--- config.mk ---
export PLATFORM = sky130hd
export DESIGN_NAME = sckc_front
export DESIGN_NICKNAME = d
export VERILOG_FILES = /design/src/hdl/sckc_pkg.sv /design/src/hdl/sckc_front.sv
export SDC_FILE = /design/constraint.sdc
export NUM_CORES = 1
export LEC_CHECK = 0
export ABC_CLOCK_PERIOD_IN_PS = 3100
export BUFFER_PORTS_ARGS = -buffer_cell sky130_fd_sc_hd__buf_4
export CAP_MARGIN = 10
export CORE_UTILIZATION = 47
export CTS_CLUSTER_SIZE = 12
export DETAILED_ROUTE_END_ITERATION = 16
export PLACE_DENSITY = 0.84
export SLEW_MARGIN = 20
export SYNTH_ARGS = -nofsm -noshare
export SYNTH_HDL_FRONTEND = slang
export SYNTH_SLANG_ARGS = --single-unit
--- constraint.sdc ---
create_clock -name clock -period 3.1 [get_ports clock]
set_input_delay 0.155 -clock clock [delete_from_list [all_inputs] [get_ports clock]]
set_output_delay 0.155 -clock clock [all_outputs]
set_load 0.1 [all_outputs]
--- src/hdl/sckc_pkg.sv ---
// Shared types and constants of the second-chance key cache.
package sckc_pkg;

   localparam int KEY_W         = 32;
   localparam int LEN_W         = 22;
   localparam int CFG_W         = 15;
   localparam int STAT_W        = 32;
   localparam int DEF_CAPACITY  = 16384;
   localparam int DEF_MAX_LEN   = 2097152;
   localparam logic [CFG_W-1:0] CFG_RESET = CFG_W'(16384);
   localparam logic [STAT_W-1:0] STAT_MAX = '1;

   typedef struct packed {
      logic [KEY_W-1:0] chunk_x;
      logic [KEY_W-1:0] chunk_z;
      logic             fill_ok;
      logic [LEN_W-1:0] fill_length;
   } req_type;

endpackage

--- src/hdl/sckc_front.sv ---
// Front end: accepts items, clamps the fill length, holds them in a two-entry queue.
module sckc_front #(
   parameter int MAX_LENGTH = sckc_pkg::DEF_MAX_LEN
) (
   input  logic                        clock,
   input  logic                        reset,
   input  logic                        req_push,
   output logic                        req_full,
   input  logic [sckc_pkg::KEY_W-1:0]  req_chunk_x,
   input  logic [sckc_pkg::KEY_W-1:0]  req_chunk_z,
   input  logic                        req_fill_ok,
   input  logic [sckc_pkg::LEN_W-1:0]  req_fill_length,
   output logic                        item_valid,
   output sckc_pkg::req_type           item,
   input  logic                        item_pop
);

   sckc_pkg::req_type q_ff [2];
   logic       wr_ff, wr_in, rd_ff, rd_in;
   logic [1:0] cnt_ff, cnt_in;
   logic       push_ok;
   sckc_pkg::req_type in_item;

   assign req_full   = (cnt_ff == 2'd2);
   assign push_ok    = req_push && !req_full;
   assign item_valid = (cnt_ff != 2'd0);
   assign item       = q_ff[rd_ff];

   always_comb begin
      in_item.chunk_x = req_chunk_x;
      in_item.chunk_z = req_chunk_z;
      in_item.fill_ok = req_fill_ok;
      if (32'(req_fill_length) > 32'(MAX_LENGTH)) begin
         in_item.fill_length = sckc_pkg::LEN_W'(MAX_LENGTH);
      end else begin
         in_item.fill_length = req_fill_length;
      end
      wr_in  = push_ok ? ~wr_ff : wr_ff;
      rd_in  = item_pop ? ~rd_ff : rd_ff;
      cnt_in = cnt_ff + 2'(push_ok) - 2'(item_pop);
   end

   always_ff @(posedge clock) begin
      if (reset) begin
         wr_ff  <= 1'b0;
         rd_ff  <= 1'b0;
         cnt_ff <= 2'd0;
      end else begin
         wr_ff  <= wr_in;
         rd_ff  <= rd_in;
         cnt_ff <= cnt_in;
      end
      if (push_ok) begin
         q_ff[wr_ff] <= in_item;
      end
   end

endmodule

==> key figures, run 1 <==
Outcome
  – Status: completed

Timing
  – F_max: 434 MHz
  – Least-Margin Pin Slew: 0.709 ns
  – Period utilization: 0.743
  – Post-layout min period: 2.30 ns
  – Clk_skew: 0.00649 ns
  – Worst hold slack: 0.0200 ns
  – Max Transition Viols Final: 0
  – Setup TNS: 0 ns
  – Endpoints failing setup: 0
  – Final Hold Fails: 0
  – RSZ-0062 raised after global routing: false
  – Slew headroom: 0.527

Global routing
  – Vias in the first global route: 4012
  – GRT Util Overall: 0.180
  – Largest net degree at the start of global routing: 54
  – Global-route wire length before repair: 19.6 mm
  – Initial antenna violation count: 0
  – Final global-route overflow total: 0

CTS
  – Post CTS Setup Buffer Count: 0
  – Clock transition at the registers of the reported paths: 0.06 ns
  – CTS tree: built
  – CTS Root Buffer Type: clkbuf_16
  – Clock Sinks: 179
  – Clock Latency Late Sink: 0.41 ns
  – Num CTS Buffers: 17
  – H-tree levels: 4
  – Clock Path Buffers: 2

Die
  – Rows: 43
  – Die height: 122 um
  – Chip Width: 122 um
  – Core box area: 14000 um2
  – I/O pins: 180
  – Initial Util: 0.484
  – Die area: 14900 um2

Logic synthesis
  – Area of the mapped netlist: 6770 um2
  – Library cells used by synthesis: 22
  – Flops & latches, synth: 179
  – Seq/Total Area, Yosys: 0.787
  – Mapped Nets: 414
  – Mapped Cells: 321
  – Syn Area/Cell: 21.1 um2
  – Ys Warns: 0

Drt
  – Drt pass-1 iters: 4
  – Initial drt markers: 180
  – Routed Antenna Nets: 0
  – Total wire length: 13.0 mm
  – Routed vias/inst: 4.83
  – Residual DRC count: 0
  – Routed via count: 3723
  – Routed WL per cell: 16.8 um

Setup path
  – Reg2Reg Setup Slack: 1.08 ns
  – Slowest CP cell: dfxtp_4
  – Crit-path max FO: 36
  – Crit path capture: item[29]
  – Crit path buf inv count: 2
  – Crit. End Element: output pin
  – Kind of cell adding the most delay to the critical path: flip-flops
  – Critical path depth in cells: 3
  – Max incr delay on CP: 0.70 ns
  – Most common cell on crit path: buf_4
  – WP data arrival: 2.15 ns
  – Crit Path Category: reg -> out
  – Crit-path cells: buf_4 -> mux2_2 -> buf_4
  – Critical R2R Launch: cnt_ff[0]$_SDFF_PP0_
  – Startpoint Class: flip-flop
  – FF-to-FF path depth: 5
  – Worst path required time: 2.94 ns
  – Reg2reg end: q_ff[0][71]$_DFFE_PP_

Power and ir drop
  – P per Cell Area: 758 nW/um2
  – Worst IR drop on VDD: 0.455 mV
  – Static Leakage: 3.67 nW

Run
  – Max-Cap Viols: 0

Worst hold path
  – Hold Path Class: in -> reg

Finish
  – Layout cells sized above 1: 0.510
  – Nets: 670
  – Area grow syn2layout: 40.9%
  – Fillcell total: 924

Place
  – DP HPWL: 7.94 mm
  – Buffers on Ports: 179
  – Placer Congestion: 0.782
==> cells in the final DEF (no fill, tap or decap) <==
master	synthesis	final
dfxtp_4	0	1
and2_1	1	1
bufinv_16	0	2
buf_4	0	182
and3_4	0	1
nor3_1	1	1
or3_1	1	1
nand2_1	1	1
clkbuf_16	0	17
dfxtp_1	5	4
diode_2	0	1
inv_1	4	3
mux2_2	57	57
clkinv_2	0	3
nor2b_1	22	22
clkbuf_1	3	4
mux2_4	30	30
ha_1	2	2
xor2_1	1	1
buf_12	0	2
inv_6	0	1
nand2b_1	1	1
dlygate4sd3_1	0	66
clkinv_1	0	2
edfxtp_1	174	174
o21ai_0	1	1
clkinvlp_4	0	4
a21oi_1	1	1
xnor2_1	1	1
or2_2	1	1
nor2_1	3	3
==> flip-flops by register name, summed over array words and instances (netlist names), named ones only <==
signal,flops
rd_ff,1
wr_ff,1
q_ff,174
cnt_ff,2
==> power by group <==
group	internal (mW)	switching (mW)	total (mW)
sequential	2.93	0.0764	3.01
clock	1.18	0.831	2.01
combinational	0.572	1.64	2.22
total	4.68	2.55	7.23
==> through the flow <==
stage	setup WS, ns	util	cells	area (um2)	power (mW)
after CTS	0.724	0.681	770	9530	7.28
after floorplan	0.102	-	321	6770	4.77
after detailed placement	1.11	0.595	672	8320	5.21
final	0.796	0.682	771	9540	7.23
after global routing	0.698	0.681	770	9530	7.45
after global placement	1.18	0.595	672	8320	5.17
==> cells in the mapped netlist <==
cell type / n / share of area
xnor2_1: 1 / 0.0013
nor3_1: 1 / 0.00074
buf_2: 5 / 0.0037
nor2b_1: 22 / 0.020
nor2_1: 3 / 0.0017
xor2_1: 1 / 0.0013
nand2_1: 1 / 0.00055
buf_6: 5 / 0.0083
edfxtp_1: 174 / 0.77
inv_1: 4 / 0.0022
o21ai_0: 1 / 0.00074
mux2_2: 57 / 0.095
clkbuf_1: 3 / 0.0017
nand2b_1: 1 / 0.00093
a21oi_1: 1 / 0.00074
mux2_4: 30 / 0.067
ha_1: 2 / 0.0037
and3_1: 1 / 0.00093
dfxtp_1: 5 / 0.015
and2_1: 1 / 0.00093
or2_2: 1 / 0.00093
or3_1: 1 / 0.00093
==> worst register-to-register path, cell delays in order, from the launching register on <==
cell	delay (ns)
dfxtp_1	0.36
nand2b_1	0.16
inv_1	0.07
or3_1	0.36
clkinvlp_4	0.09
buf_4	0.55
==> area by class of cell <==
class / count / area, um2 / area share
Timing Repair Buffer: 250 / 2070 / 0.217
Multi-Input combinational cell: 125 / 1340 / 0.140
Sequential cell: 179 / 5330 / 0.559
Antenna cell: 1 / 2.50 / 0.000262
Inverter: 4 / 18.8 / 0.00197
Clock buffer: 21 / 440 / 0.0462
Clock inverter: 11 / 114 / 0.0119
Tap cell: 180 / 225 / 0.0236
==> layer usage <==
layer	routed length (um)	GRT usage	vias to the layer above
li1	-	-	1754
met1	4940	0.187	1813
met2	6910	0.321	129
met3	855	0.0618	27
met4	285	0.0903	0
met5	0	0	-
==> logic make-up (layout without fill, tap and decap cells) <==
family / after synthesis / count (layout) / share of synthesized area
other: 0 / 1 / 0
muxes: 87 / 87 / 0.161
buffers and inverters: 17 / 286 / 0.0159
adders and majority gates: 2 / 2 / 0.00370
xor gates and xnor gates: 2 / 2 / 0.00259
DFF: 179 / 179 / 0.787
AOI/OAI and AO/OA: 2 / 2 / 0.00148
and+or+nand+nor: 32 / 32 / 0.0279
==> how the worst min path moves through the flow <==
stage / from / to / cells after the start
finish: item_pop / flip-flop / 3
detailed placement: req_chunk_z[6] / q_ff[0][29]$_DFFE_PP_ / 1
floorplan: reset / wr_ff$_SDFFE_PP0P_ / 1
global route: item_pop / flip-flop / 3
CTS: item_pop / flip-flop / 3
global placement: req_chunk_z[0] / q_ff[0][23]$_DFFE_PP_ / 1
==> what timing repair did <==
item | 4_1_cts | 5_1_grt
endpoints found under the setup margin | 0 | 0
hold buffers | 66 | 0
gates resized for setup | 0 | 0
endpoints found under the hold margin | 135 | 0
Power figures use the tool's default switching activity.
==> inputs of run 2 (changes only) <==
- ABC_CLOCK_PERIOD_IN_PS: 3100 -> 2400
- CORE_UTILIZATION: 47 -> 52
- PLACE_DENSITY: 0.84 -> 0.88
- clock period: 3.1 -> 2.4 ns (I/O delays scaled with it)
==> run 2 against run 1 <==
Non-clock buffer count up 5. Combinational power up 32%. Global-route usage up 3.6 points. Largest cell class unchanged. Clock-buffer cell count down 2. Worst hold slack better by 0.017 ns. Final area up 0.75%. Die area down 9.5%. Utilization up 7.7 points.
==> key figures, run 2 (synthesis results as in run 1) <==
Timing
  – Slew headroom: 0.652 (was 0.527)
  – Max Transition Viols Final: 0 (unchanged)
  – Worst hold slack: 0.0367 ns (was 0.0200 ns)
  – F_max: 470 MHz
  – Endpoints failing setup: 0 (unchanged)
  – RSZ-0062 raised after global routing: false (unchanged)
  – Post-layout min period: 2.13 ns
  – Final Hold Fails: 0 (unchanged)
  – Period utilization: 0.886
  – Setup TNS: 0 ns (unchanged)
  – Clk_skew: 0.00669 ns (was 0.00649 ns)
  – Worst setup margin: 0.275 ns (was 0.796 ns)
  – Least-Margin Pin Slew: 0.523 ns (was 0.709 ns)

Finish
  – Commonest non-fill, non-tap cell in the layout: buf_4 (unchanged)
  – Layout cells sized above 1: 0.521 (was 0.510)
  – Final core occ: 0.758 (was 0.682)
  – Fillcell total: 694 (was 924)
  – Most frequent cells in the layout: buf_4 (183), edfxtp_1 (174), dlygate4sd3_1 (68), mux2_2 (57), mux2_4 (30) (was buf_4 (182), edfxtp_1 (174), dlygate4sd3_1 (66), mux2_2 (57), mux2_4 (30))
  – Nets: 675 (was 670)
  – Max reg flops: 174 (unchanged)
  – FF+latch area: 5330 um2 (about the same)
  – Area grow syn2layout: 42.0% (was 40.9%)
  – Biggest register: q_ff (unchanged)
  – Layout Cells excl Fill: 768 (was 771)
  – Top flop regs: q_ff: 174 flops, cnt_ff: 2 flops (unchanged)
  – Area of the multi-input gates: 1350 um2 (was 1340 um2)

Die
  – Chip Width: 116 um (was 122 um)
  – Die height: 116 um (was 122 um)
  – Initial Util: 0.534 (was 0.484)
  – Rows: 41 (was 43)
  – Core box area: 12700 um2 (was 14000 um2)
  – Die area: 13500 um2 (was 14900 um2)
  – I/O pins: 180 (unchanged)

Setup path
  – WP data arrival: 2.01 ns (was 2.15 ns)
  – Crit Path Category: reg -> out (unchanged)
  – Crit. End Element: output pin (unchanged)
  – Worst path required time: 2.28 ns (was 2.94 ns)
  – Startpoint Class: flip-flop (unchanged)
  – Crit-path max FO: 31 (was 36)

Drt
  – Drt pass-1 iters: 4 (unchanged)
  – Initial drt markers: 246 (was 180)
  – Routed via count: 3774 (was 3723)
  – Routed WL per cell: 18.2 um (was 16.8 um)
  – Routed Antenna Nets: 0 (unchanged)
  – Residual DRC count: 0 (unchanged)
  – Routed vias/inst: 4.91 (was 4.83)
  – Total wire length: 14.0 mm (was 13.0 mm)

Power and ir drop
  – Worst IR drop on VDD: 0.655 mV (was 0.455 mV)
  – P per Cell Area: 979 nW/um2 (was 758 nW/um2)
  – Static Leakage: 3.70 nW (was 3.67 nW)

Place
  – Post-Place Cells: 667 (was 672)
  – DP HPWL: 8.44 mm (was 7.94 mm)
  – Buffers on Ports: 179 (unchanged)
  – Placer Congestion: 0.738 (was 0.782)
  – Pre-CTS setup slack: 0.520 ns (was 1.11 ns)

CTS
  – Clock Sinks: 179 (unchanged)
  – Clock Latency Late Sink: 0.42 ns (was 0.41 ns)
  – Num CTS Buffers: 17 (unchanged)
  – CTS tree: built (unchanged)
  – CTS Root Buffer Type: clkbuf_16 (unchanged)
  – Clock transition at the registers of the reported paths: 0.06 ns (about the same)
  – Post-CTS sizing: 0 (unchanged)
  – Clock Path Buffers: 2 (unchanged)
  – H-tree levels: 4 (unchanged)

Global routing
  – Final global-route overflow total: 0 (unchanged)
  – GRT busiest layer: met2 (unchanged)
  – M3 GR Usage: 0.0633 (was 0.0618)
  – Initial antenna violation count: 0 (unchanged)
  – Met1 usage: 0.235 (was 0.187)
  – GRT Util Overall: 0.216 (was 0.180)
  – Vias in the first global route: 4115 (was 4012)
  – Global-route wire length before repair: 20.6 mm (was 19.6 mm)
  – Largest net degree at the start of global routing: 51 (was 54)
  – GR Layer Usage met2: 0.389 (was 0.321)

Outcome
  – Status: completed (unchanged)

Run
  – Max-Cap Viols: 0 (unchanged)

Worst hold path
  – Hold Path Class: in -> reg (unchanged)
-- run 2: routing by layer --
layer  up-vias  share of wire
met5         -              0
met4         0          0.023
met1      1827           0.38
met3        29          0.058
met2       157           0.54
li1       1761              -
-- run 2: what timing repair did --
item	4_1_cts	5_1_grt
hold buffers	68	0
setup buffers	0	0
endpoints found under the hold margin	135	0
-- run 2: final cells by class --
| type | instances | share of cell area |
|---|---|---|
| inverters | 4 | 0.00234 |
| repair buffers | 255 | 0.222 |
| diodes | 1 | 0.000260 |
| flip-flops and latches | 179 | 0.555 |
| multi-input cells | 125 | 0.141 |
| clock inverters | 13 | 0.0122 |
| clock buffers | 19 | 0.0451 |
| well taps | 172 | 0.0224 |
-- run 2: worst paths after layout --
| check | start | to | slack (ns) | cells past startpoint |
|---|---|---|---|---|
| worst max-delay path | flip-flop | item[2] | 0.27 | 3 |
| worst min-delay path | req_fill_length[9] | q_ff[1][9]$_DFFE_PP_ | 0.04 | 2 |
| worst max register to register | cnt_ff[0]$_SDFF_PP0_ | q_ff[0][57]$_DFFE_PP_ | 0.47 | 5 |
| worst min register to register | wr_ff$_SDFFE_PP0P_ | wr_ff$_SDFFE_PP0P_ | 0.51 | 2 |
-- run 2: power breakdown --
group | internal (mW) | switching (mW) | total (mW)
clock | 1.51 | 1.09 | 2.60
sequential | 3.78 | 0.103 | 3.89
combinational | 0.771 | 2.15 | 2.93
total | 6.06 | 3.35 | 9.41
-- run 2: critical path: stages (launching register included) --
cell	delay [ns]
dfxtp_4	0.66
buf_12	0.28
mux2_2	0.38
buf_4	0.24
-- run 2: through the flow --
stage | total power [mW] | area (um2)
after detailed placement | 6.77 | 8370
after CTS | 9.44 | 9600
after global routing | 9.67 | 9600
final | 9.41 | 9610
after floorplan | 6.17 | 6790
after global placement | 6.71 | 8370
